## src/rtl/fvg_pkg.sv

```systemverilog
// shared types, constants and codes for the fat volume geometry block
`default_nettype none
package fvg_pkg;

    localparam int unsigned DIV_BITS = 32;

    localparam logic [1:0] ST_OK        = 2'd0;
    localparam logic [1:0] ST_BAD_BPS   = 2'd1;
    localparam logic [1:0] ST_ZERO_SPC  = 2'd2;
    localparam logic [1:0] ST_UNDERFLOW = 2'd3;

    localparam logic [1:0] KIND_FAT12 = 2'd0;
    localparam logic [1:0] KIND_FAT16 = 2'd1;
    localparam logic [1:0] KIND_FAT32 = 2'd2;

    localparam logic [31:0] FAT12_LIMIT  = 32'd4085;
    localparam logic [31:0] FAT16_LIMIT  = 32'd65525;
    localparam logic [15:0] SECTOR_BYTES = 16'd512;

    localparam int unsigned IN_W  = 224;
    localparam int unsigned OUT_W = 128;

    typedef struct packed {
        logic [1:0]  status;
        logic [7:0]  divisor;
        logic [31:0] dstart;
        logic [31:0] fats_end;
        logic [31:0] rprod;
        logic [20:0] dir_bytes;
    } t_side;

endpackage
`default_nettype wire

```

## src/rtl/fvg_div_cell.sv

```systemverilog
// one restoring divide cell: one quotient bit per cell
`default_nettype none
module fvg_div_cell (
    input  wire logic           i_clk,
    input  wire logic           i_rst_n,
    input  wire logic           i_valid,
    output logic                o_ready,
    input  wire logic [31:0]    i_word,
    input  wire logic [7:0]     i_rem,
    input  wire fvg_pkg::t_side i_side,
    output logic                o_valid,
    input  wire logic           i_ready,
    output logic [31:0]         o_word,
    output logic [7:0]          o_rem,
    output fvg_pkg::t_side      o_side
);
    import fvg_pkg::*;

    logic        r_valid;
    logic [31:0] r_word;
    logic [7:0]  r_rem;
    t_side       r_side;
    logic [8:0]  w_part;
    logic [8:0]  w_diff;
    logic        w_fits;

    assign w_part  = {i_rem, i_word[31]};
    assign w_diff  = w_part - {1'b0, i_side.divisor};
    assign w_fits  = (w_part >= {1'b0, i_side.divisor});
    assign o_ready = !r_valid || i_ready;

    always_ff @(posedge i_clk) begin
        if (!i_rst_n) begin
            r_valid <= 1'b0;
        end else if (o_ready) begin
            r_valid <= i_valid;
        end
        if (i_valid && o_ready) begin
            r_word <= {i_word[30:0], w_fits};
            r_rem  <= w_fits ? w_diff[7:0] : w_part[7:0];
            r_side <= i_side;
        end
    end

    assign o_valid = r_valid;
    assign o_word  = r_word;
    assign o_rem   = r_rem;
    assign o_side  = r_side;

endmodule
`default_nettype wire

```

## config.mk

```make
export PLATFORM = sky130hd
export DESIGN_NAME = fvg_div_cell
export DESIGN_NICKNAME = d
export VERILOG_FILES = /design/src/rtl/fvg_pkg.sv /design/src/rtl/fvg_div_cell.sv
export SDC_FILE = /design/constraint.sdc
export NUM_CORES = 1
export LEC_CHECK = 0
export BUFFER_PORTS_ARGS = -buffer_cell sky130_fd_sc_hd__buf_2
export CORE_MARGIN = 2
export CORE_UTILIZATION = 30
export DETAILED_ROUTE_END_ITERATION = 12
export SLEW_MARGIN = 5
export SYNTH_ARGS = -nofsm -noshare
export SYNTH_HDL_FRONTEND = slang
export SYNTH_SLANG_ARGS = --single-unit
export TNS_END_PERCENT = 10
```

## constraint.sdc

```tcl
create_clock -name i_clk -period 12.5 [get_ports i_clk]
set_input_delay 2.5 -clock i_clk [delete_from_list [all_inputs] [get_ports i_clk]]
set_output_delay 2.5 -clock i_clk [all_outputs]
set_load 0.005 [all_outputs]
```

# Word level (Yosys, flattened, before mapping)
# Index checks and enable logic that the tools add are counted.
# W data, S select, Z words.
classes:
  reduce_logical: 3
  n_addsub: 1
  n_lt_le_gt_ge: 1
  mux: 1
op_table:
  columns: ["cell", "count"]
  rows:
  - ["$ge A9 B8 Y1", 1]
  - ["$mux W8", 1]
  - ["$sub A8 B8 Y8", 1]
  - ["$logic_and A1 B1 Y1", 1]
  - ["$logic_not A1 Y1", 1]
  - ["$logic_or A1 B1 Y1", 1]
word_totals:
  output_inout_bits: 169
  inputBits: 171
  ff_bits: 168
  elab_cells: 15

# Logic depth before layout (Yosys ltp)
logic_depth:
  word_depth: 3
  depth_mapped: 9
  mapped_depth_nobuf: 8

# Least setup slack after synthesis
# Ideal clock, no wire load.
synth_path:
  kind: "input port to flip-flop"
  startpoint: "input port i_ready"
  endpoint: "register r_rem[0] (netlist: o_rem[0]) (enable)"
  path_slack_ps: 5476
  path_buffers: 0
  path_stages: 2
  arrival_time_ps: 6477
  t_required_ps: 11953
  setup_time_ps: 547
  path_cell_list: "nand2b_1 -> and2_1"
synth_via:
  elab_chain_cells: 2
synth_rtl:
  columns: ["item", "line", "rtl"]
  rows:
  - ["start, declared", "fvg_div_cell.sv:12", "input wire logic i_ready,"]
  - ["$logic_or A1 B1 Y1", "fvg_div_cell.sv:30", "assign o_ready = !r_valid || i_ready;"]
  - ["$logic_and A1 B1 Y1", "fvg_div_cell.sv:38", "if (i_valid && o_ready) begin"]
  - ["end signal, assigned", "fvg_div_cell.sv:40", "r_rem <= w_fits ? w_diff[7:0] : w_part[7:0];"]
  - ["end, declared", "fvg_div_cell.sv:21", "logic [7:0] r_rem;"]
# No other way between the ends.
# A chain may end at the register's enable or synchronous reset.

# Worst setup path in the final report
layout_path:
  startpoint: "input port i_ready"
  endpoint: "output port o_ready"
layout_via:
  elab_chain_cells: 1
layout_rtl:
  columns: ["item", "line", "rtl"]
  rows:
  - ["$logic_or A1 B1 Y1", "fvg_div_cell.sv:30", null]
  - ["end, declared", "fvg_div_cell.sv:7", "output logic o_ready,"]
# No other way between the ends.

==> reports/qor.yml <==
run_status:
  status: "finished, final reports clean"
min_path:
  whs_endpoint: "o_valid$_SDFFE_PN0N_"
  hp-start: "o_valid$_SDFFE_PN0N_"
  min_path_cells: 2
  min_path_type: "reg2reg"
grt:
  grt_max_degree: 86
  grt_pass1_wl_um: 21200
  antenna_found_initial: 1
  grtUsageTotal_pct: 14.4
  grt_pass1_vias: 3723
  overflow: 0
critical_path:
  cp.required_ns: 10.00
  endpoint_kind: "primary output"
  cpMostUsedCell: "buf_2"
  worstReg2RegEnd: "o_word[20]$_DFFE_PP_"
  crit_slowest_cell: "nand2b_1"
  cp_data_arrival_time_ns: 2.89
  path_class: "in2out"
  startpoint_type: "input port"
  reg2reg_setup_slack_ns: 9.72
  r2r-start: "o_valid$_SDFFE_PN0N_"
  crit_path_max_incr_delay_ns: 0.16
  cp_max_fo: 3
  worstPathCellList: "buf_2 -> nand2b_1 -> buf_2"
  r2r_cells: 4
die:
  rows: 49
  fp.dieW_um: 141
  die_y_um: 141
  start_util_pct: 30.8
  coreArea_sq_um: 18100
  io_pins: 340
  die_area_sq_um: 19800
run:
  cap_violations: 0
clocking:
  hold_buffers: 0
  cts_buffers: 17
  htreeDepth: 4
  cts_root_buffer: "clkbuf_16"
  clock_path_buffers: 2
  cts_setup_buffers: 0
  clk_pin_slew_ns: 0.07
  cts.sinks: 168
  clock_latency_ns: 0.42
  post_cts_resized: 0
  cts_tree: "yes"
cells_and_area:
  drive_above_1_share_pct: 63.0
  instances_no_fill: 838
  fin_nets: 776
  syn2layout_area_growth_pct: 45.7
  final_util_pct: 44.9
sta:
  hold_viol_final: 0
  slew_headroom_pct: 27.2
  fin_crit_sh_pct: 43.1
  max_freq_ghz: 0.185
  rsz0062_at_grt: "false"
  worstMarginPinSlew_ns: 1.09
  finalClockSkew_ns: 0.0117
  period_minus_slack_ns: 5.39
  setup_viol: 0
  drv_slew: 0
  final.setup.tns_ns: 0
placement:
  gp_congestion: 0.786
  placed_cells: 806
  dpl.hpwl_um: 11200
  io_buffers: 339
detailed_routing:
  ant_nets: 0
  drtPass1Iterations: 5
  vias: 3574
  via_per_inst: 4.26
  wirelength_um: 14600
  drc: 0
  wl_per_cell_um: 17.5
  drt-initial-drc-count: 131
logic_synthesis:
  synth.most_common_cell: "edfxtp_1"
  synth.top_cell.area_share_pct: 89.6
  ys_seq_elements: 168
  yosys_warnings: 0
  synth_area_leaders: "edfxtp_1 (90%), ha_1 (1.8%), mux2_4 (1.6%)"
  synth_common_cells: "edfxtp_1 (167), inv_1 (13), ha_1 (8), mux2_4 (6), nor2_1 (4)"
  yosys_most_used_dff: "edfxtp_1"
  synth_top_area_cell: "edfxtp_1"
  syn_area_sq_um: 5600
  synth-edff-count: 167
  yosysSeqAreaShare_pct: 89.9
  avgSynthCellArea_sq_um: 23.5
  async_reset_ff_share_pct: 0
  syn-num-nets: 418
  synth.distinct_cells: 32
  netlist_instances: 238
pwr:
  p_per_area_nw_per_um2: 158
  p_leak_nw: 3.53
  vdd_drop_max_uv: 84.8
-- state kept, by name, summed over array words and instances (netlist names) --
signal	count
o_side	127
o_word	32
o_rem	8
o_valid	1
-- cell usage in the layout (no fill, tap or decap), drive strengths merged, types with 2 or more instances in the layout --
cell    netlist  routed
nor2          4       4
a211oi        2       2
mux2i         2       2
nand3         2       2
nand2b        3       3
mux2          6       6
clkbuf        0      17
ha            8       8
nor3          3       3
inv          13      20
a21oi         2       2
a21o          3       3
o21ai         2       2
edfxtp      167     167
clkinv        0       7
o21a          2       2
xnor2         3       3
buf           2     341
-- how the worst max path moves through the flow --
stage	start	end	slack, ns	cells after the start
floorplan	i_ready	o_rem[0]$_DFFE_PP_	5.48	2
global placement	i_ready	o_ready	7.12	3
detailed placement	i_ready	o_ready	7.11	3
CTS	i_ready	o_ready	7.11	3
global route	i_ready	o_ready	7.08	3
finish	i_ready	o_ready	7.11	3
-- power breakdown --
group,switching (W),internal [W]
Combinational,0.0000551,0.0000552
Sequential,0.00000822,0.000662
Clock,0.000239,0.000266
-- metrics by stage --
step | worst slack (ns) | hold WS (ns) | area, sq um | total power, W
after floorplan | 5.48 | 0.537 | 5600 | 0.000728
after global placement | 7.12 | 0.516 | 7580 | 0.000792
after detailed placement | 7.11 | 0.550 | 7580 | 0.000795
after CTS | 7.11 | 0.558 | 8150 | 0.00130
after global routing | 7.08 | 0.599 | 8150 | 0.00134
final | 7.11 | 0.548 | 8150 | 0.00129
-- worst max-delay path: cells and delay by family --
kind,cells,cell delay [ns]
buffers and inverters,2,0.23
AND/OR/NAND/NOR,1,0.16
-- kinds of logic after synthesis --
kind of cell	count (synthesis)	synth area share [%]
AND/OR/NAND/NOR	17	1.59
multiplexers	8	1.97
buffers and inverters	15	1.27
adder cells (fa/ha/maj)	9	2.15
AO/OA/AOI/OAI	18	2.62
flip-flops	168	89.9
XOR/XNOR	3	0.469
-- cell type report --
type	instances	area [sq um]
fill	1635	9990
sequential	168	5030
timing repair buffer	341	1710
multi-input combinational	55	494
clock buffer	17	425
tap	229	287
clock inverter	14	150
inverter	13	48.8
antenna	1	2.50
-- per-layer routing --
metal	part of all wire, %	global-route usage [%]
met5	0	0
met4	2.2	5.68
met3	7.3	5.16
met2	53	25.7
met1	37	15.5
No activity file was read; power rests on OpenSTA's default activity.
