$ cat src/rtl/fvg_pkg.sv
// shared types, constants and codes for the fat volume geometry block
`default_nettype none
package fvg_pkg;

    localparam int unsigned DIV_BITS = 32;

    localparam logic [1:0] ST_OK        = 2'd0;
    localparam logic [1:0] ST_BAD_BPS   = 2'd1;
    localparam logic [1:0] ST_ZERO_SPC  = 2'd2;
    localparam logic [1:0] ST_UNDERFLOW = 2'd3;

    localparam logic [1:0] KIND_FAT12 = 2'd0;
    localparam logic [1:0] KIND_FAT16 = 2'd1;
    localparam logic [1:0] KIND_FAT32 = 2'd2;

    localparam logic [31:0] FAT12_LIMIT  = 32'd4085;
    localparam logic [31:0] FAT16_LIMIT  = 32'd65525;
    localparam logic [15:0] SECTOR_BYTES = 16'd512;

    localparam int unsigned IN_W  = 224;
    localparam int unsigned OUT_W = 128;

    typedef struct packed {
        logic [1:0]  status;
        logic [7:0]  divisor;
        logic [31:0] dstart;
        logic [31:0] fats_end;
        logic [31:0] rprod;
        logic [20:0] dir_bytes;
    } t_side;

endpackage
`default_nettype wire

$ cat src/rtl/fvg_prep.sv
// two front stages: field selection, products, sums and error checks
`default_nettype none
module fvg_prep (
    input  wire logic                   i_clk,
    input  wire logic                   i_rst_n,
    input  wire logic                   i_valid,
    output logic                        o_ready,
    input  wire logic [fvg_pkg::IN_W-1:0] i_data,
    output logic                        o_valid,
    input  wire logic                   i_ready,
    output logic [31:0]                 o_dividend,
    output fvg_pkg::t_side              o_side
);
    import fvg_pkg::*;

    logic [31:0] w_base, w_fs32, w_ts32, w_rclus;
    logic [15:0] w_resv, w_fs16, w_ts16, w_entries, w_bps;
    logic [7:0]  w_copies, w_spc;

    assign w_base    = i_data[31:0];
    assign w_resv    = i_data[47:32];
    assign w_copies  = i_data[55:48];
    assign w_fs16    = i_data[71:56];
    assign w_fs32    = i_data[103:72];
    assign w_ts16    = i_data[119:104];
    assign w_ts32    = i_data[151:120];
    assign w_entries = i_data[167:152];
    assign w_bps     = i_data[183:168];
    assign w_spc     = i_data[191:184];
    assign w_rclus   = i_data[223:192];

    // stage one
    logic        r_v1;
    logic        w_rdy1;
    logic        w_rdy2;
    logic [31:0] r_base, r_totsec, r_rprod;
    logic [15:0] r_resv;
    logic [39:0] r_fat_area;
    logic [12:0] r_dir_secs;
    logic [7:0]  r_spc;
    logic        r_bps_bad;
    logic [20:0] r_dir_bytes;

    logic [31:0] n_fatsz, n_rclus_m2;
    logic [39:0] n_fat_area;
    logic [39:0] n_rprod_full;

    always_comb begin
        n_fatsz      = (w_fs16 != 16'd0) ? {16'd0, w_fs16} : w_fs32;
        n_rclus_m2   = w_rclus - 32'd2;
        n_fat_area   = {32'd0, w_copies} * {8'd0, n_fatsz};
        n_rprod_full = {8'd0, n_rclus_m2} * {32'd0, w_spc};
    end

    assign w_rdy1  = !r_v1 || w_rdy2;
    assign o_ready = w_rdy1;

    always_ff @(posedge i_clk) begin
        if (!i_rst_n) begin
            r_v1 <= 1'b0;
        end else if (w_rdy1) begin
            r_v1 <= i_valid;
        end
        if (i_valid && w_rdy1) begin
            r_base      <= w_base;
            r_resv      <= w_resv;
            r_totsec    <= (w_ts16 != 16'd0) ? {16'd0, w_ts16} : w_ts32;
            r_fat_area  <= n_fat_area;
            r_dir_secs  <= 13'(({1'b0, w_entries} + 17'd15) >> 4);
            r_rprod     <= n_rprod_full[31:0];
            r_spc       <= w_spc;
            r_bps_bad   <= (w_bps != SECTOR_BYTES);
            r_dir_bytes <= {w_entries, 5'd0};
        end
    end

    // stage two
    logic        r_v2;
    logic [40:0] n_overhead;
    logic [31:0] n_fats_end;
    logic [1:0]  n_status;
    logic [31:0] r_dividend;
    t_side       r_side;

    always_comb begin
        n_overhead = {25'd0, r_resv} + {1'b0, r_fat_area} + {28'd0, r_dir_secs};
        n_fats_end = r_base + {16'd0, r_resv} + r_fat_area[31:0];
        if (r_bps_bad) begin
            n_status = ST_BAD_BPS;
        end else if (r_spc == 8'd0) begin
            n_status = ST_ZERO_SPC;
        end else if (n_overhead > {9'd0, r_totsec}) begin
            n_status = ST_UNDERFLOW;
        end else begin
            n_status = ST_OK;
        end
    end

    assign w_rdy2 = !r_v2 || i_ready;

    always_ff @(posedge i_clk) begin
        if (!i_rst_n) begin
            r_v2 <= 1'b0;
        end else if (w_rdy2) begin
            r_v2 <= r_v1;
        end
        if (r_v1 && w_rdy2) begin
            r_dividend       <= r_totsec - n_overhead[31:0];
            r_side.status    <= n_status;
            r_side.divisor   <= r_spc;
            r_side.dstart    <= n_fats_end + {19'd0, r_dir_secs};
            r_side.fats_end  <= n_fats_end;
            r_side.rprod     <= r_rprod;
            r_side.dir_bytes <= r_dir_bytes;
        end
    end

    assign o_valid    = r_v2;
    assign o_dividend = r_dividend;
    assign o_side     = r_side;

endmodule
`default_nettype wire

$ cat config.mk
export PLATFORM = sky130hd
export DESIGN_NAME = fvg_prep
export DESIGN_NICKNAME = d
export VERILOG_FILES = /design/src/rtl/fvg_pkg.sv /design/src/rtl/fvg_prep.sv
export SDC_FILE = /design/constraint.sdc
export NUM_CORES = 2
export LEC_CHECK = 0
export BUFFER_PORTS_ARGS = -buffer_cell sky130_fd_sc_hd__clkbuf_2
export CAP_MARGIN = 20
export CORE_UTILIZATION = 45
export CTS_BUF_LIST = sky130_fd_sc_hd__clkbuf_8
export CTS_CLUSTER_SIZE = 12
export DETAILED_ROUTE_END_ITERATION = 10
export GPL_TIMING_DRIVEN = 1
export PLACE_DENSITY = 0.78
export SLEW_MARGIN = 0
export SYNTH_ARGS = -nofsm -noshare
export SYNTH_HDL_FRONTEND = slang
export SYNTH_SLANG_ARGS = --single-unit
export TNS_END_PERCENT = 10
$ cat constraint.sdc
create_clock -name i_clk -period 10.01 [get_ports i_clk]
set_input_delay 2.002 -clock i_clk [delete_from_list [all_inputs] [get_ports i_clk]]
set_output_delay 2.002 -clock i_clk [all_outputs]
set_load 0.01 [all_outputs]
# [Word-level counts from Yosys, hierarchy flattened]
# Cells that the tools add are included.
[totals] reg_bits=346 output_inout_bits=161 wordCells=44
[classes] add_sub_neg=8 n_mul=2 magnitude_cmp=1 eq_ne=1 n_mux=4 reduce_logical=9
[op_table] cell="16-bit by 40-bit adder with 41-bit output" count=1
[op_table] cell="41-bit by 13-bit adder with 41-bit output" count=1
[op_table] cell="41-bit by 32-bit > comparator with 1-bit output" count=1
[op_table] cell="8-bit by 32-bit multiplier with 40-bit output" count=1
[op_table] cell="32-bit by 13-bit adder with 32-bit output" count=1
[op_table] cell="32-bit by 16-bit adder with 32-bit output" count=1
[op_table] cell="32-bit adder" count=1
[op_table] cell="32-bit by 8-bit multiplier with 32-bit output" count=1
[op_table] cell="32-bit two-way mux" count=1
[op_table] cell="16-bit nonzero test" count=2
[op_table] cell="32-bit by 2-bit subtractor with 32-bit output, second input constant" count=1
[op_table] cell="32-bit subtractor" count=1
[op_table] cell="16-bit by 4-bit adder with 17-bit output, second input constant" count=1
[op_table] cell="16-bit two-way mux" count=1
[op_table] cell="16-bit by 10-bit != test with 1-bit output, second input constant" count=1
[op_table] cell="8-bit logical NOT" count=1
[op_table] cell="2-bit two-way mux" count=2
[op_table] cell="1-bit logical AND" count=2
[op_table] cell="1-bit logical NOT" count=2
[op_table] cell="1-bit logical OR" count=2

# [Longest topological paths before layout]
[logic_depth] depth_word=5 depth_mapped=26 depth_no_buf=26

# [Worst setup path before layout]
# OpenSTA, ideal clock, no wires.
[synth_timing] path_kind="input to register" start="input port i_ready" end="register r_dividend[0] (netlist: o_dividend[0]), enable pin" t_arrival_ns=8.885 path_slack_ns=0.437 path_stages=2 n_path_buf=0 cell_sequence="nor2b_1 nor2b_1"
[synth_via] elab_chain_len=2
[synth_rtl] element="from (decl)" line_no="fvg_prep.sv:10" source="input wire logic i_ready,"
[synth_rtl] element="1-bit logical OR" line_no="fvg_prep.sv:99" source="assign w_rdy2 = !r_v2 || i_ready;"
[synth_rtl] element="1-bit logical AND" line_no="fvg_prep.sv:107" source="if (r_v1 && w_rdy2) begin"
[synth_rtl] element="to (signal assigned)" line_no="fvg_prep.sv:108" source="r_dividend <= r_totsec - n_overhead[31:0];"
[synth_rtl] element="to (decl)" line_no="fvg_prep.sv:82" source="logic [31:0] r_dividend;"
# No other way between the ends.
# A chain may end at the register's enable or synchronous reset.

# [Worst setup path in the final report]
[layout_timing] start="input port i_data[193] (netlist name)" end="register r_rprod[31], data pin"
[layout_via] elab_chain_len=2
[layout_rtl] element="from (decl)" line_no="fvg_prep.sv:8" source="input wire logic [fvg_pkg::IN_W-1:0] i_data,"
[layout_rtl] element="32-bit by 2-bit subtractor with 32-bit output" line_no="fvg_prep.sv:50" source="n_rclus_m2 = w_rclus - 32'd2;"
[layout_rtl] element="32-bit by 8-bit multiplier with 32-bit output" line_no="fvg_prep.sv:52" source="n_rprod_full = {8'd0, n_rclus_m2} * {32'd0, w_spc};"
[layout_rtl] element="via n_rprod_full[31]" line_no="fvg_prep.sv:46" source="logic [39:0] n_rprod_full;"
[layout_rtl] element="to (signal assigned)" line_no="fvg_prep.sv:70" source="r_rprod <= n_rprod_full[31:0];"
[layout_rtl] element="to (decl)" line_no="fvg_prep.sv:36" source="logic [31:0] r_base, r_totsec, r_rprod;"
# The timed path passes the listed nets, and every way through them passes these cells.

==> results <==
- Traced cell by cell, the critical path runs through clkbuf_2 -> inv_1 -> ha_1 -> or4b_1 -> nand2b_1 -> nand2b_1 -> or4_1 -> xnor2_1 -> and2_1 -> fa_1 -> fa_1 -> fa_1 -> fa_1 -> ha_1 -> a21o_1 -> a21o_1 -> a21oi_1 -> nor2_1 -> a21oi_1 -> a311oi_1 -> o21a_1 -> o21a_1 -> o41ai_1 -> xnor2_1.
- Before antenna repair, the detailed router went through 9 iterations.
- At the worst endpoint, the required time is 10,400 ps.
- The total chip power is 10,200 uW.
- Once detail routing completed, the nets flagged for antenna violations numbered 0.
- The core box area is 73,100 um2.
- On the final layout, the worst clock skew is 44.5 ps.
- The critical path is of the in2reg type.
- After layout, the worst path uses 85.1% of the clock period.
- Measured along the x axis, the die boundary spans 274 um.
- The top cell type's share of synthesized area is 31.0%.
- The cell that appears most often on the critical path is sky130_fd_sc_hd__fa_1.
- The number of clock buffers added by TritonCTS is 61.
- The final reports fail on design-rule violations.
- Global routing used 22.3% of the available tracks across all layers.
- The buffer and inverter count on the worst path is 2.
- The worst hold path belongs to the class reg2reg.
- Summing every instance area after synthesis gives 33,300 um2.
- The number of instances resized during post-cts repair is 0.
- The worst-path cell with the longest stage delay is sky130_fd_sc_hd__fa_1.
- The power per standard cell area is 273 nW/um2.
- The final count of negative-setup-slack endpoints is 0.
- The detailed router finished its first iteration with 1,893 violations.
- The count of flip-flops with a built-in enable after synthesis is 344.
- In this run the mean area of a mapped cell was 10.5 um2.
- The layout overhead on the synthesized area is 12.3%.
- The transition time of the tightest slew-check pin is 1130 ps.
- The number of global-route vias before repair is 24,446.
- After clock tree synthesis, the clock-pin slew on the worst setup and hold paths is 70 ps.
- The area of all sequential standard cells is 10,400 um2.
- The fmax is 117 MHz.
- The share of final-layout standard cells stronger than drive strength 1 is 14.0%.
- The routability-driven placement congestion ratio is 0.910.
- The number of filler instances in the final layout is 6,466.
- For this run, the leading register cell type out of synthesis is sky130_fd_sc_hd__edfxtp_1.
- The clock passes through at most 3 buffers.
- The hold violation total from the final report is 0.
- Wires add up to 82.9 mm.
- The DRC violation count after routing is 54.
- Summing the sequential cell areas from Yosys gives 31.1% of the chip area.
- The initial antenna violation count was 2.
- The combined area of the multi-input logic cells is 20,900 um2.
- During synthesis, Yosys emitted a total of 0 warnings.
- The number of hold buffers added after CTS was 0.
- The register bit count reported by yosys is 346.
- The switching part of the total power is 45.6%.
- Grouping stages by cell kind, the critical path spends the most delay in adder cells.
- The first-pass GRT wire length is 131 mm.
- Headroom to the max-slew limit came out at 23.9%.
- The capturing element type of the critical path is a register.
- The cell count after synthesis came out at 3,189.
- The biggest area consumer among synthesized cells is sky130_fd_sc_hd__edfxtp_1.
- The core occupancy in the finished layout is 51.2%.
- TritonCTS built the clock tree.
- The commonest cells after synthesis are 479 x sky130_fd_sc_hd__inv_1, 369 x sky130_fd_sc_hd__fa_1, 344 x sky130_fd_sc_hd__edfxtp_1.
- The clock tree synthesis step divided the H-tree into 2 levels.
- The net switching component of the power is 4660 uW.
- The die is 274 um tall.
- The routed layout has 24,308 vias.
- The number of max-cap violations is 0.
- The clock latency of the later-clocked register in the worst-skew pair is 660 ps.
- Clock tree synthesis found a total of 346 sinks.
- The number of distinct library cells after synthesis is 84.
- The clock root buffer is sky130_fd_sc_hd__clkbuf_8.
- Prior to clock tree synthesis, the placed netlist has a worst setup slack of 934 ps.
- The cell leakage power is 0.0173 uW.
- In the post-synthesis netlist, the cell with the most instances is sky130_fd_sc_hd__inv_1.
- The worst path meets setup with 1490 ps of slack.
- In this run, flip-flops and latches consume 23.9% of the power.
- The arrival time of data at the critical path endpoint is 8910 ps.
- Internal power comes to 5560 uW.
- The total global routing overflow is 0.
- The flow ran to the end, but the final reports show violations.
- The delay of the slowest critical-path stage is 570 ps.
- Setup repair after global routing left no endpoint under its margin.
- After detailed routing, the number of vias per cell comes to 5.31.
- The half-perimeter wire length of the detailed placement result is 65.6 mm.
- The largest voltage drop on the vdd net is 0.178 mV.
- Port buffering added 383 buffers.
- Row generation in the floorplan step produced 99 rows.
- The combinational cell fraction of total power is 63.4%.
- The max-slew violation count is 0.
- By area the synthesized netlist is led by sky130_fd_sc_hd__edfxtp_1 31%, sky130_fd_sc_hd__fa_1 22%, sky130_fd_sc_hd__ha_1 9.0%, sky130_fd_sc_hd__inv_1 5.4%, sky130_fd_sc_hd__nor2b_1 4.5%.
- The die covers 75,200 um2.
- The share of synthesized registers carrying an async set or reset is 0%.
- The routed wire length per instance is 18.1 um.
- STA classifies the critical path startpoint as an input pin.
- The number of nets in the layout is 4,405.
- The number of primary I/O pins is 389.
- For this configuration, the core starts out at a cell density of 45.6%.
- The largest fanout on the critical path is 8.
- The number of buffers added for setup after CTS is 0.
- Entering global routing, the biggest net connects 150 pins.
- The final period demand of the worst path is 8520 ps.
- Setup total negative slack on the finished layout was measured at 0 ps.
- The power share of the clock group is 12.6%.
==> kinds of logic after synthesis <==
family	count (synthesis)	synth area share, %
other	1	0.0112
AOI/OAI and AO/OA	471	9.04
muxes	3	0.0938
buffers and inverters	560	6.40
and+or+nand+nor	983	16.4
adders and majority gates	610	31.2
DFF	346	31.1
xor gates and xnor gates	215	5.72
==> worst reg2reg max path: stages, from the launching register on <==
cell and delay, ps:
sky130_fd_sc_hd__edfxtp_1 490, sky130_fd_sc_hd__fa_1 550, sky130_fd_sc_hd__ha_1 340, sky130_fd_sc_hd__a211oi_1 230, sky130_fd_sc_hd__o21bai_1 150, sky130_fd_sc_hd__a211o_1 330
sky130_fd_sc_hd__o31ai_1 610, sky130_fd_sc_hd__nand2_1 310, sky130_fd_sc_hd__nand2_1 270, sky130_fd_sc_hd__nor2_1 90, sky130_fd_sc_hd__xor2_1 360, sky130_fd_sc_hd__ha_1 390
sky130_fd_sc_hd__a21o_1 210, sky130_fd_sc_hd__a21o_1 170, sky130_fd_sc_hd__a21oi_1 240, sky130_fd_sc_hd__o211ai_1 140, sky130_fd_sc_hd__o31ai_1 550, sky130_fd_sc_hd__a211oi_1 200
sky130_fd_sc_hd__nor4_2 720, sky130_fd_sc_hd__a21oi_1 150
==> area by class of cell <==
type                    instances  share of cell area [%]
well taps                     959                    3.20
diodes                          2                  0.0134
multi-input cells            2287                    55.7
clock inverters                48                   0.922
repair buffers                392                    5.42
clock buffers                  61                    2.24
inverters                     479                    4.80
flip-flops and latches        346                    27.7
==> cell usage in the layout (no fill, tap or decap), types with 21 or more instances in the layout <==
master,instances
sky130_fd_sc_hd__inv_1,496
sky130_fd_sc_hd__a21oi_1,157
sky130_fd_sc_hd__nor3_1,36
sky130_fd_sc_hd__nor2_1,120
sky130_fd_sc_hd__and2_1,84
sky130_fd_sc_hd__clkbuf_2,383
sky130_fd_sc_hd__nand2b_1,73
sky130_fd_sc_hd__nand3_1,47
sky130_fd_sc_hd__a21o_1,85
sky130_fd_sc_hd__o21bai_1,22
sky130_fd_sc_hd__edfxtp_1,344
sky130_fd_sc_hd__xor2_1,72
sky130_fd_sc_hd__o21a_1,21
sky130_fd_sc_hd__xnor2_1,140
sky130_fd_sc_hd__nor2b_1,237
sky130_fd_sc_hd__ha_1,241
sky130_fd_sc_hd__fa_1,369
sky130_fd_sc_hd__and3_1,93
sky130_fd_sc_hd__o21ai_0,74
sky130_fd_sc_hd__nand2_1,178
sky130_fd_sc_hd__clkbuf_8,61
==> metal layers <==
metal	vias up	part of all wire (%)	global-route usage, %
li1	11399	-	-
met1	11964	43	30.5
met2	817	48	37.1
met3	128	5.7	2.44
met4	0	2.8	6.75
met5	-	0	0
==> sequential cells by signal, indices dropped and copies added, names as in the netlist <==
signal,flops
o_dividend,32
o_side,122
o_valid,1
r_base,32
r_bps_bad,1
r_dir_bytes,16
r_dir_secs,13
r_fat_area,40
r_resv,16
r_rprod,32
r_spc,8
r_totsec,32
r_v1,1
==> power groups by stage <==
stage	Clock [uW]	Sequential [uW]	Combinational, uW
2_1_floorplan	0	2510	4630
3_3_place_gp	0	2470	6270
3_5_place_dp	0	2470	6410
4_1_cts	1330	2450	6470
5_1_grt	1390	2470	7240
6_report	1290	2450	6480
==> path summary, 6_finish.rpt <==
kind | start | endpoint | slack, ps | cells past startpoint
worst max-delay path | i_data[193] | r_rprod[31] | 1490 | 24
worst min-delay path | r_rprod[14] | o_side[35] | 410 | 0
worst max register to register | r_fat_area[2] | o_side[126] | 3230 | 19
worst min register to register | r_rprod[14] | o_side[35] | 410 | 0
==> per-stage QoR <==
stage / hold slack [ps] / std cells / instance area (um2)
3_3_place_gp: 401 / 4462 / 36200
3_5_place_dp: 405 / 4462 / 36200
5_1_grt: 418 / 4574 / 37500
2_1_floorplan: 400 / 3193 / 33300
4_1_cts: 413 / 4571 / 37400
6_report: 411 / 4574 / 37500
(Power assumes the default switching activity.)
