--- src/rtl/fvg_pkg.sv ---
// shared types, constants and codes for the fat volume geometry block
`default_nettype none
package fvg_pkg;

    localparam int unsigned DIV_BITS = 32;

    localparam logic [1:0] ST_OK        = 2'd0;
    localparam logic [1:0] ST_BAD_BPS   = 2'd1;
    localparam logic [1:0] ST_ZERO_SPC  = 2'd2;
    localparam logic [1:0] ST_UNDERFLOW = 2'd3;

    localparam logic [1:0] KIND_FAT12 = 2'd0;
    localparam logic [1:0] KIND_FAT16 = 2'd1;
    localparam logic [1:0] KIND_FAT32 = 2'd2;

    localparam logic [31:0] FAT12_LIMIT  = 32'd4085;
    localparam logic [31:0] FAT16_LIMIT  = 32'd65525;
    localparam logic [15:0] SECTOR_BYTES = 16'd512;

    localparam int unsigned IN_W  = 224;
    localparam int unsigned OUT_W = 128;

    typedef struct packed {
        logic [1:0]  status;
        logic [7:0]  divisor;
        logic [31:0] dstart;
        logic [31:0] fats_end;
        logic [31:0] rprod;
        logic [20:0] dir_bytes;
    } t_side;

endpackage
`default_nettype wire

--- src/rtl/fvg_finish.sv ---
// type decision, root directory start and output register
`default_nettype none
module fvg_finish (
    input  wire logic           i_clk,
    input  wire logic           i_rst_n,
    input  wire logic           i_valid,
    output logic                o_ready,
    input  wire logic [31:0]    i_quot,
    input  wire fvg_pkg::t_side i_side,
    output logic                o_valid,
    input  wire logic           i_ready,
    output logic [fvg_pkg::OUT_W-1:0] o_data
);
    import fvg_pkg::*;

    logic                 r_valid;
    logic [OUT_W-1:0]     r_data;
    logic [1:0]           n_kind;
    logic [31:0]          n_rstart, n_dstart, n_clusters;

    always_comb begin
        if (i_quot < FAT12_LIMIT) begin
            n_kind = KIND_FAT12;
        end else if (i_quot < FAT16_LIMIT) begin
            n_kind = KIND_FAT16;
        end else begin
            n_kind = KIND_FAT32;
        end
        n_rstart   = (n_kind == KIND_FAT32) ? (i_side.rprod + i_side.dstart)
                                            : i_side.fats_end;
        n_dstart   = i_side.dstart;
        n_clusters = i_quot;
        if (i_side.status != ST_OK) begin
            n_kind     = KIND_FAT12;
            n_rstart   = 32'd0;
            n_dstart   = 32'd0;
            n_clusters = 32'd0;
        end
    end

    assign o_ready = !r_valid || i_ready;

    always_ff @(posedge i_clk) begin
        if (!i_rst_n) begin
            r_valid <= 1'b0;
        end else if (o_ready) begin
            r_valid <= i_valid;
        end
        if (i_valid && o_ready) begin
            r_data <= {7'd0, i_side.dir_bytes, n_clusters, n_rstart, n_dstart,
                       n_kind, i_side.status};
        end
    end

    assign o_valid = r_valid;
    assign o_data  = r_data;

endmodule
`default_nettype wire

--- config.mk ---
export PLATFORM = sky130hd
export DESIGN_NAME = fvg_finish
export DESIGN_NICKNAME = d
export VERILOG_FILES = /design/src/rtl/fvg_pkg.sv /design/src/rtl/fvg_finish.sv
export SDC_FILE = /design/constraint.sdc
export NUM_CORES = 1
export LEC_CHECK = 0
export BUFFER_PORTS_ARGS = -buffer_cell sky130_fd_sc_hd__buf_2
export CAP_MARGIN = 20
export CELL_PAD_IN_SITES_DETAIL_PLACEMENT = 1
export CELL_PAD_IN_SITES_GLOBAL_PLACEMENT = 1
export CORE_MARGIN = 1
export CORE_UTILIZATION = 39
export CTS_CLUSTER_SIZE = 28
export DETAILED_ROUTE_END_ITERATION = 12
export PLACE_DENSITY_LB_ADDON = 0.2
export SLEW_MARGIN = 20
export SYNTH_ARGS = -nofsm -noshare
export SYNTH_HDL_FRONTEND = slang
export SYNTH_SLANG_ARGS = --single-unit
--- constraint.sdc ---
create_clock -name i_clk -period 6.6 [get_ports i_clk]
set_input_delay 0.66 -clock i_clk [delete_from_list [all_inputs] [get_ports i_clk]]
set_output_delay 0.66 -clock i_clk [all_outputs]
set_load 0.05 [all_outputs]
# Word level (Yosys, flattened, before mapping)
# Index checks and enable logic that the tools add are counted.
[totals]
ramBits = 0
latchBits = 0
register_bits = 122
mem_count = 0
mem_bits_ro = 0
[classes]
mux = 3
order_cmp = 2
n_shift = 0
n_reduce_logical = 4
n_mul = 0
add_sub_neg = 1
bitwise_logic = 0
div = 0
eq_ne = 1
[ops]
columns = ["cell", "n"]
rows = [
  ["$add A32 B32 Y32", 1],
  ["$lt A32 B12 Y1 const B", 1],
  ["$lt A32 B16 Y1 const B", 1],
  ["$mux W32", 1],
  ["$mux W2", 2],
  ["$eq A2 B2 Y1 const B", 1],
  ["$reduce_bool A2 Y1", 1],
  ["$logic_and A1 B1 Y1", 1],
  ["$logic_not A1 Y1", 1],
  ["$logic_or A1 B1 Y1", 1],
]

# Longest topological paths before layout
# Gate-level depths: netlist (run 1).
[depth]
ltp_word = 5
depth_mapped = 9
depth_no_buf = 9

# Worst setup path before layout (run 1)
# OpenSTA, ideal clock, no wires.
[synth_timing]
path_type = "input to register"
from = "input port i_ready"
to = "register r_data[0], in the netlist o_data[0], enable pin"
required_ns = 6.106
t_arrival_ns = 3.978
n_path_buf = 0
setup_slack_ns = 2.128
cell_stages = 2
setup_ns = 0.494
cell_sequence = "nand2b_1 -> and2_1"
[synth_between]
elab_chain_cells = 2
[synth_rtl]
columns = ["item", "line", "rtl"]
rows = [
  ["start: declaration", "fvg_finish.sv:11", "input wire logic i_ready,"],
  ["$logic_or A1 B1 Y1", "fvg_finish.sv:41", "assign o_ready = !r_valid || i_ready;"],
  ["$logic_and A1 B1 Y1", "fvg_finish.sv:49", "if (i_valid && o_ready) begin"],
  ["end signal: assignment", "fvg_finish.sv:50", "r_data <= {7'd0, i_side.dir_bytes, n_clusters, n_rstart, n_dstart,"],
  ["end: declaration", "fvg_finish.sv:17", "logic [OUT_W-1:0] r_data;"],
]
# Every way passes these cells.
# A chain may end at the register's enable or synchronous reset.

# Worst setup path in the final report (run 1)
[layout_timing]
from = "input port i_side[21] (netlist bit)"
to = "register r_data[62], in the netlist o_data[62], data pin"
[layout_between]
elab_chain_cells = 2
[layout_rtl]
columns = ["item", "line", "rtl"]
rows = [
  ["start: declaration", "fvg_finish.sv:9", "input wire fvg_pkg::t_side i_side,"],
  ["$add A32 B32 Y32", "fvg_finish.sv:29", "n_rstart = (n_kind == KIND_FAT32) ? (i_side.rprod + i_side.dstart)"],
  ["$mux W32", "fvg_finish.sv:29", ""],
]
# Every way passes these cells.

==> impl_metrics.csv, run 1 <==
group,metric,value,unit
outcome,status,"finished clean",
setup_path,crit_required,6.75,ns
place,io_buffers,277,
setup_path,r2r_start,"o_valid",
logic_synthesis,postSynthAreaPerCell,11.64,um2
grt,track_usage,25.52,%
die,pin_count,293,
drt,via_count,5696,
grt,grt_pass1_wl,33390,um
logic_synthesis,synth_top_flop_cell,"edfxtp_1",
logic_synthesis,ys_warn_count,0,
timing,rsz0062_at_grt,"no",
place,place_congestion,0.8967,
finish,synthToLayoutAreaGrowth,33.16,%
grt,grt_max_degree,82,
grt,antenna_found_initial,1,
logic_synthesis,ys_seq_area_share,56.16,%
clock_tree,cts_tree,"done",
timing,worst_pin_slew,1.122,ns
setup_path,crit_chain,"buf_2 -> ha_1 -> fa_1 -> a211oi_1 -> o211ai_1 -> a221oi_1 -> o21ai_0 -> a31oi_1 -> mux2i_1 -> nand3_1",
drt,vias_per_cell,5.369,
drt,post_drt_wl_per_cell,20.84,um
setup_path,r2r_end,"o_data[112]",
clock_tree,cts-hold-fix-buffers,0,
setup_path,reg2regPathDepth,3,
worst_hold_path,worstHoldPathType,"in -> reg",
power_and_ir_drop,ir_worst_vdd,168.7,uV
logic_synthesis,synthTopCellsByArea,"edfxtp_1, and2_1, ha_1",
timing,clock.fmax,292.4,MHz
logic_synthesis,synth_cell_types,60,
timing,drv_slew,0,
clock_tree,clkLatencyLatePin,0.41,ns
logic_synthesis,synthTopCellsByCount,"edfxtp_1, and2_1, nand2_1",
grt,gr-total-overflow,0,
clock_tree,cts_resized,0,
logic_synthesis,synth-seq-cells,122,
die,die_width,131.2,um
setup_path,worstPathMaxFanout,4,
logic_synthesis,synth_edf_count,121,
finish,filler_cell_count,1839,
setup_path,slowest_stage,"a221oi_1",
die,dieArea,17200,um2
timing,slew_headroom,25.02,%
clock_tree,cts.htree.levels,4,
power_and_ir_drop,p_per_area,284.2,nW/um2
drt,drtPass1Iterations,5,
place,post_dp_cell_area,8039,um2
logic_synthesis,async_reset_ff_share,0,%
logic_synthesis,synth_area_leader_cell,"edfxtp_1",
job,cap_violations,0,
logic_synthesis,synth_cells,559,
timing,tns,0,ns
finish,fin_nets,1027,
setup_path,reg2reg_slack,4.24,ns
setup_path,cp-startpoint,"i_side[21]",
die,start_util,40.51,%
drt,ant_nets,0,
drt,drc,0,
drt,routed_wl,22110,um
drt,drt_first_iter_violations,257,
logic_synthesis,yosysMostFrequentCell,"edfxtp_1",
setup_path,critPathCapture,"o_data[62]",
timing,min_period,3.420,ns
clock_tree,numCtsBuffers,17,
clock_tree,cts_setup_buffers,0,
power_and_ir_drop,leakage,3.813,nW
logic_synthesis,synth_area,6505,um2
grt,grt_pass1_vias,5897,
setup_path,cp.arrival,3.58,ns
setup_path,crit_type,"in -> reg",
clock_tree,clkTransAtPathRegs,0.06,ns
die,core,16060,um2
timing,min_period_over_period,51.82,%
logic_synthesis,synth_top_area_share,55.86,%
die,rows,46,
setup_path,cp-start-kind,"primary input",
clock_tree,cts_sinks,122,
clock_tree,root_buffer,"clkbuf_16",
die,die_y,131.2,um
finish,fin_area,8662,um2
timing,clock_skew,0.008332,ns
setup_path,crit_path_end_kind,"register",
place,hpwl,16580,um
timing,setup_viol,0,
clock_tree,cts_buffer_depth,2,
timing,hold_viol,0,
timing,hold_slack,0.4216,ns
finish,drive_gt1_share,38.63,%
setup_path,max_stage_delay,0.57,ns
==> area by class of cell <==
| cell class | count | area, um2 | area share [%] |
|---|---|---|---|
| antenna | 1 | 2.502 | 0.02889 |
| inverter | 11 | 41.29 | 0.4767 |
| multi-input combinational | 400 | 2665 | 30.77 |
| clock inverter | 14 | 195.2 | 2.253 |
| sequential | 122 | 3654 | 42.18 |
| tap | 216 | 270.3 | 3.120 |
| clock buffer | 17 | 425.4 | 4.911 |
| timing repair buffer | 280 | 1409 | 16.26 |
==> worst min-delay path by stage <==
stage / startpoint / end / slack [ns] / depth (start not counted)
2_1_floorplan: i_side[125] / o_data[0] / 0.76 / 0
6_report: i_side[5] / o_data[105] / 0.42 / 1
3_5_place_dp: o_valid / o_valid / 0.58 / 2
4_1_cts: i_side[2] / o_data[102] / 0.41 / 1
3_3_place_gp: o_valid / o_valid / 0.51 / 2
5_1_grt: i_side[17] / o_data[117] / 0.40 / 1
==> worst max-delay path, delay by kind of cell <==
family / cells / cell delay, ns
simple gates: 1 / 0.09
compound gates: 5 / 1.82
fa+ha+maj: 2 / 0.66
buf+inv: 1 / 0.10
mux: 1 / 0.23
==> report_power, final <==
part	internal, W	leakage, nW	switching, W
clock network	0.000632	0.294	0.000358
registers	0.000914	1.21	0.0000141
logic	0.000157	2.31	0.000387
==> cells in the final DEF (no fill, tap or decap), types with 3 or more instances in the layout <==
master	instances
clkbuf_16	17
xnor2_1	11
o211ai_1	6
nand4_1	8
nand2_1	45
nor2b_1	3
a21o_2	4
a31oi_1	4
nor2_1	16
and3_2	3
a21boi_0	4
inv_1	11
a211oi_1	15
conb_1	7
nand2b_1	3
inv_6	3
nor3_1	10
and2_1	66
clkinvlp_4	3
bufinv_16	4
mux2i_1	3
a21oi_1	43
ha_1	31
o21ai_0	17
or3_1	3
a2111oi_0	5
xor2_1	7
buf_2	277
nand3_1	19
nor4_1	6
nand4b_1	5
edfxtp_1	121
o21a_1	3
buf_4	3
a21o_1	15
a311o_1	5
==> sequential cells by signal, indices dropped and copies added (netlist names) <==
name and flops:
o_valid 1, o_data 121
==> through the flow <==
stage          util [%]  setup slack, ns  cells  power, W
5_1_grt           53.94            3.012   1061  0.002541
4_1_cts           53.93            3.219   1060  0.002479
6_report          53.94            3.180   1061  0.002462
2_1_floorplan         -            2.128    565  0.001326
3_3_place_gp      50.06            2.942   1029  0.001468
3_5_place_dp      50.06            2.798   1029  0.001483
==> kinds of logic (layout without fill, tap and decap cells) <==
| family | count (synthesis) | in the layout | share of synthesized area (%) |
|---|---|---|---|
| other cells | 1 | 8 | 0.05765 |
| compound gates | 139 | 139 | 14.21 |
| xor+xnor | 18 | 18 | 2.424 |
| simple gates | 201 | 201 | 16.97 |
| buf+inv | 43 | 322 | 3.443 |
| flops | 122 | 122 | 56.16 |
| mux | 3 | 3 | 0.4616 |
| fa+ha+maj | 32 | 32 | 6.270 |
==> per-layer routing <==
metal,share of wire [%],vias up,global-route usage [%]
met5,0,-,0
met4,1.2,0,7.059
met3,6.7,14,7.523
met2,53,215,46.90
met1,39,2809,28.35
li1,-,2658,-
Note: power is estimated with default switching activity, not from simulation.
==> run 2: changes to the inputs <==
--- a/config.mk
+++ b/config.mk
@@ -10,7 +10,7 @@
 export CELL_PAD_IN_SITES_DETAIL_PLACEMENT = 1
 export CELL_PAD_IN_SITES_GLOBAL_PLACEMENT = 1
 export CORE_MARGIN = 1
-export CORE_UTILIZATION = 39
+export CORE_UTILIZATION = 32
 export CTS_CLUSTER_SIZE = 28
 export DETAILED_ROUTE_END_ITERATION = 12
 export PLACE_DENSITY_LB_ADDON = 0.2
==> constraint.sdc (replaced) <==
create_clock -name i_clk -period 3.1 [get_ports i_clk]
set_input_delay 0.31 -clock i_clk [delete_from_list [all_inputs] [get_ports i_clk]]
set_output_delay 0.31 -clock i_clk [all_outputs]
set_load 0.05 [all_outputs]
==> run 2 against run 1 <==
Effect of this change:
- largest cell class unchanged
- die area is 22% higher
- critical path depth is 1 higher
- power is 120% higher
- final cell count rose by 5.9%
- highest routed layer unchanged
- wire length down 5.9%
- via count fell by 1.9%
==> impl_metrics.csv, run 2 (synthesized netlist as in run 1, its figures left out) <==
group,metric,value,unit
outcome,status,"finished clean",
finish,mostFrequentLayoutCells,"buf_2, edfxtp_1, and2_1",
finish,filler_cell_count,2230,
grt,grt_pass1_vias,5840,
setup_path,max_stage_delay,0.45,ns
setup_path,crit_required,3.22,ns
timing,hold_slack,0.06036,ns
timing,clock_skew,0.007834,ns
drt,ant_nets,0,
finish,largest_reg_flops,121,
place,hpwl,15920,um
finish,fin_nets,1040,
clock_tree,cts_sinks,122,
place,place_inst,1091,
setup_path,path_buf_inv,2,
finish,drive_gt1_share,39.63,%
drt,post_drt_wl_per_cell,18.52,um
clock_tree,root_buffer,"clkbuf_16",
clock_tree,numCtsBuffers,17,
worst_hold_path,worstHoldPathType,"in -> reg",
die,pin_count,293,
finish,layout_commonest_cell,"buf_2",
grt,antenna_found_initial,1,
timing,slew_headroom,47.07,%
timing,clock.fmax,351.7,MHz
timing,min_period,2.843,ns
drt,vias_per_cell,4.972,
drt,drtPass1Iterations,4,
drt,routed_wl,20810,um
timing,rsz0062_at_grt,"no",
setup_path,slowest_stage,"a2111oi_0",
finish,synthToLayoutAreaGrowth,36.49,%
die,rows,51,
setup_path,cp-start-kind,"primary input",
power_and_ir_drop,leakage,3.908,nW
die,core,19720,um2
finish,regArea,3654,um2
setup_path,path_delay_family,"compound AO/OA/AOI/OAI gates",
setup_path,cp.arrival,2.97,ns
die,die_y,144.6,um
clock_tree,cts_tree,"done",
finish,final_util,45.03,%
grt,grt_pass1_wl,31100,um
timing,worst_pin_slew,0.7939,ns
clock_tree,clkLatencyLatePin,0.42,ns
timing,min_period_over_period,91.71,%
power_and_ir_drop,ir_worst_vdd,371.5,uV
setup_path,crit_type,"in -> reg",
clock_tree,cts-hold-fix-buffers,0,
drt,drc,0,
clock_tree,clkTransAtPathRegs,0.06,ns
timing,drv_slew,0,
drt,via_count,5589,
clock_tree,cts_setup_buffers,0,
finish,multiInputGateArea,2665,um2
finish,final_cells,1124,
drt,drt_first_iter_violations,216,
die,die_width,144.6,um
job,cap_violations,0,
power_and_ir_drop,p_per_area,599.1,nW/um2
timing,tns,0,ns
setup_path,cp_common_cell,"a2111oi_0",
clock_tree,cts_buffer_depth,2,
timing,hold_viol,0,
timing,setup_viol,0,
die,dieArea,20900,um2
setup_path,crit_chain,"buf_2 -> ha_1 -> fa_1 -> a211oi_1 -> buf_4 -> o211ai_1 -> a21oi_1 -> nand2_1 -> a221o_1 -> a2111oi_0 -> a2111oi_0",
grt,track_usage,19.96,%
power_and_ir_drop,total_power,0.005319,W
place,place_congestion,0.8317,
die,start_util,32.99,%
setup_path,crit_path_end_kind,"register",
setup_path,worstPathMaxFanout,3,
clock_tree,cts.htree.levels,4,
place,io_buffers,277,
grt,grt_max_degree,79,
grt,gr-total-overflow,0,
clock_tree,cts_resized,0,
-- run 2: cell types whose count changed in the layout (fill, tap and decap cells not counted), sizes merged --
cell / change
clkinvlp: -2
clkbuf: +1
clkinv: -1
inv: +3
buf: +13
-- run 2: final timing paths --
path | start | to | slack, ns | cells past startpoint
setup reg to reg | o_valid | o_data[17] | 1.61 | 3
hold / removal | i_side[16] | o_data[116] | 0.06 | 1
setup / recovery | i_side[21] | o_data[56] | 0.26 | 11
hold reg to reg | o_valid | o_valid | 0.55 | 2
-- run 2: through the flow --
stage               worst slack [ns]  cell area (um2)
global placement             -0.1344             8235
finish                        0.2570             8879
CTS                           0.2864             8876
floorplan                    0.09277             6529
detailed placement           -0.1661             8235
global route                 0.09220             8879
-- run 2: final cells by class --
cell class | count | area share (%)
diodes | 1 | 0.02818
clock buffers | 18 | 4.834
clock inverters | 14 | 2.382
inverters | 11 | 0.4651
multi-input cells | 400 | 30.02
flip-flops and latches | 122 | 41.15
well taps | 265 | 3.734
repair buffers | 293 | 17.39
-- run 2: metal layers --
metal	vias to the layer above	track usage, %	share of wire (%)
li1	2678	-	-
met2	213	35.17	50
met1	2665	22.76	40
met4	0	8.587	2.5
met5	-	0	0
met3	33	5.066	7.5
-- run 2: report_power, final --
group          internal (W)  switching [W]
Clock               0.00137       0.000815
Sequential          0.00194      0.0000277
Combinational      0.000351       0.000811
==> run 3: changes to the inputs <==
--- a/config.mk
+++ b/config.mk
@@ -14,6 +14,7 @@
 export CTS_CLUSTER_SIZE = 28
 export DETAILED_ROUTE_END_ITERATION = 12
 export PLACE_DENSITY_LB_ADDON = 0.2
+export RECOVER_POWER = 50
 export SLEW_MARGIN = 20
 export SYNTH_ARGS = -nofsm -noshare
 export SYNTH_HDL_FRONTEND = slang
==> run 3 against run 2 <==
Effect of this change:
- maximum frequency rose by 0.21%
- the flow now finishes with violations (max-capacitance violations, max-slew violations)
- sequential share of layout area grew 0.61 points
- clock skew is 0.00051 ns higher
- via count is 0.20% lower
- largest power group unchanged
- critical path type unchanged
- flip-flop and latch count unchanged
- core utilization shrank 0.65 points
- die area unchanged
- cell area decreased by 1.5%
==> impl_metrics.csv, run 3 (synthesized netlist as in run 1, its figures left out) <==
group,metric,value,unit
clock_tree,cts_setup_buffers,0,
drt,ant_nets,0,
timing,clock_skew,0.008346,ns
power_and_ir_drop,sequentialPowerShare,37.3,%
power_and_ir_drop,p_per_area,605.5,nW/um2
timing,clock.fmax,352.5,MHz
drt,post_drt_wl_per_cell,18.63,um
power_and_ir_drop,pwr-share-clk,41.3,%
place,io_buffers,277,
finish,synthToLayoutAreaGrowth,34.51,%
setup_path,cp_common_cell,"a2111oi_0",
power_and_ir_drop,power_frac_comb,21.5,%
place,hpwl,15920,um
timing,hold_viol,0,
finish,largest_reg_flops,121,
grt,track_usage,19.96,%
power_and_ir_drop,ir_worst_vdd,369.8,uV
timing,rsz0062_at_grt,"no",
drt,routed_wl,20940,um
die,die_width,144.6,um
die,dieArea,20900,um2
clock_tree,clkLatencyLatePin,0.42,ns
grt,grt_max_degree,79,
outcome,violations,"max-capacitance violations, max-slew violations",
die,die_y,144.6,um
finish,final_cells,1124,
finish,drive_gt1_share,28.79,%
finish,fin_nets,1040,
timing,slew_headroom,-26.80,%
worst_hold_path,worstHoldPathType,"in -> reg",
place,place_congestion,0.8317,
power_and_ir_drop,p_sw,0.001657,W
clock_tree,cts_resized,0,
clock_tree,clkTransAtPathRegs,0.07,ns
setup_path,crit_required,3.22,ns
timing,drv_slew,44,
timing,min_period,2.837,ns
grt,grt_pass1_vias,5840,
timing,min_period_over_period,91.51,%
worst_hold_path,hold_start,"i_side[7]",
setup_path,worstPathMaxFanout,3,
grt,antenna_found_initial,1,
die,pin_count,293,
clock_tree,cts.htree.levels,4,
setup_path,cp-startpoint,"i_side[21]",
clock_tree,cts_tree,"done",
grt,gr-total-overflow,0,
setup_path,slowest_stage,"a2111oi_0",
setup_path,path_buf_inv,2,
place,place_inst,1091,
die,rows,51,
clock_tree,numCtsBuffers,17,
drt,drtPass1Iterations,4,
setup_path,crit_path_end_kind,"register",
setup_path,max_stage_delay,0.45,ns
finish,mostFrequentLayoutCells,"buf_2, edfxtp_1, clkbuf_1",
drt,vias_per_cell,4.963,
die,core,19720,um2
setup_path,crit_chain,"buf_2 -> ha_1 -> fa_1 -> a211oi_1 -> buf_4 -> o211ai_1 -> a21oi_1 -> nand2_1 -> a221o_1 -> a2111oi_0 -> a2111oi_0",
clock_tree,cts-hold-fix-buffers,0,
power_and_ir_drop,sw_frac_of_total,31.27,%
finish,filler_cell_count,2269,
setup_path,crit_type,"in -> reg",
setup_path,path_delay_family,"compound AO/OA/AOI/OAI gates",
timing,tns,0,ns
drt,drt_first_iter_violations,207,
setup_path,cp-start-kind,"primary input",
die,start_util,32.99,%
drt,drc,0,
finish,layout_commonest_cell,"buf_2",
setup_path,r2r_start,"o_valid",
place,dp_slack,-0.1661,ns
clock_tree,cts_buffer_depth,2,
drt,via_count,5578,
setup_path,cp.arrival,2.96,ns
job,cap_violations,1,
timing,setup_viol,0,
power_and_ir_drop,leakage,3.592,nW
grt,grt_pass1_wl,31100,um
timing,postLayoutSetupSlackWorst,0.2631,ns
clock_tree,cts_sinks,122,
clock_tree,root_buffer,"clkbuf_16",
timing,worst_pin_slew,1.902,ns
outcome,status,"finished, violations left",
power_and_ir_drop,p_int,0.003641,W
run 3: layout make-up:
class                           instances  area [um2]  share of cell area, %
Tap cell                              265       331.6                  3.790
Multi-Input combinational cell        400        2655                  30.34
Antenna cell                            1       2.502                0.02860
Clock inverter                         14       211.5                  2.417
Inverter                               11       41.29                 0.4719
Timing Repair Buffer                  293        1425                  16.29
Clock buffer                           18       429.2                  4.905
Sequential cell                       122        3654                  41.76
run 3: through the flow:
step	util [%]	total power (W)	instance area, um2	hold slack [ns]
2_1_floorplan	-	0.002818	6529	0.4089
4_1_cts	45.02	0.005372	8876	0.04398
6_report	44.37	0.005298	8750	0.06116
3_3_place_gp	41.77	0.003151	8235	0.4870
5_1_grt	44.37	0.005498	8750	0.04860
3_5_place_dp	41.77	0.003172	8235	0.4889
run 3: per-layer routing:
| metal | part of all wire, % | global-route usage [%] | vias up |
|---|---|---|---|
| li1 | - | - | 2676 |
| met1 | 40 | 22.76 | 2665 |
| met5 | 0 | 0 | - |
| met3 | 7.2 | 5.066 | 32 |
| met2 | 50 | 35.17 | 205 |
| met4 | 2.5 | 8.587 | 0 |
run 3: worst paths after layout:
kind         slack (ns)     endpoint  cells past startpoint
max                0.26   o_data[56]                     11
min                0.06  o_data[107]                      1
max reg2reg        1.16   o_data[17]                      3
min reg2reg        0.54      o_valid                      2
run 3: power by group through the flow:
| stage | logic, W | clock network (W) | registers [W] |
|---|---|---|---|
| 2_1_floorplan | 0.000424 | 0 | 0.00239 |
| 3_3_place_gp | 0.00115 | 0 | 0.00200 |
| 3_5_place_dp | 0.00116 | 0 | 0.00201 |
| 4_1_cts | 0.00117 | 0.00223 | 0.00197 |
| 5_1_grt | 0.00122 | 0.00229 | 0.00199 |
| 6_report | 0.00114 | 0.00219 | 0.00197 |
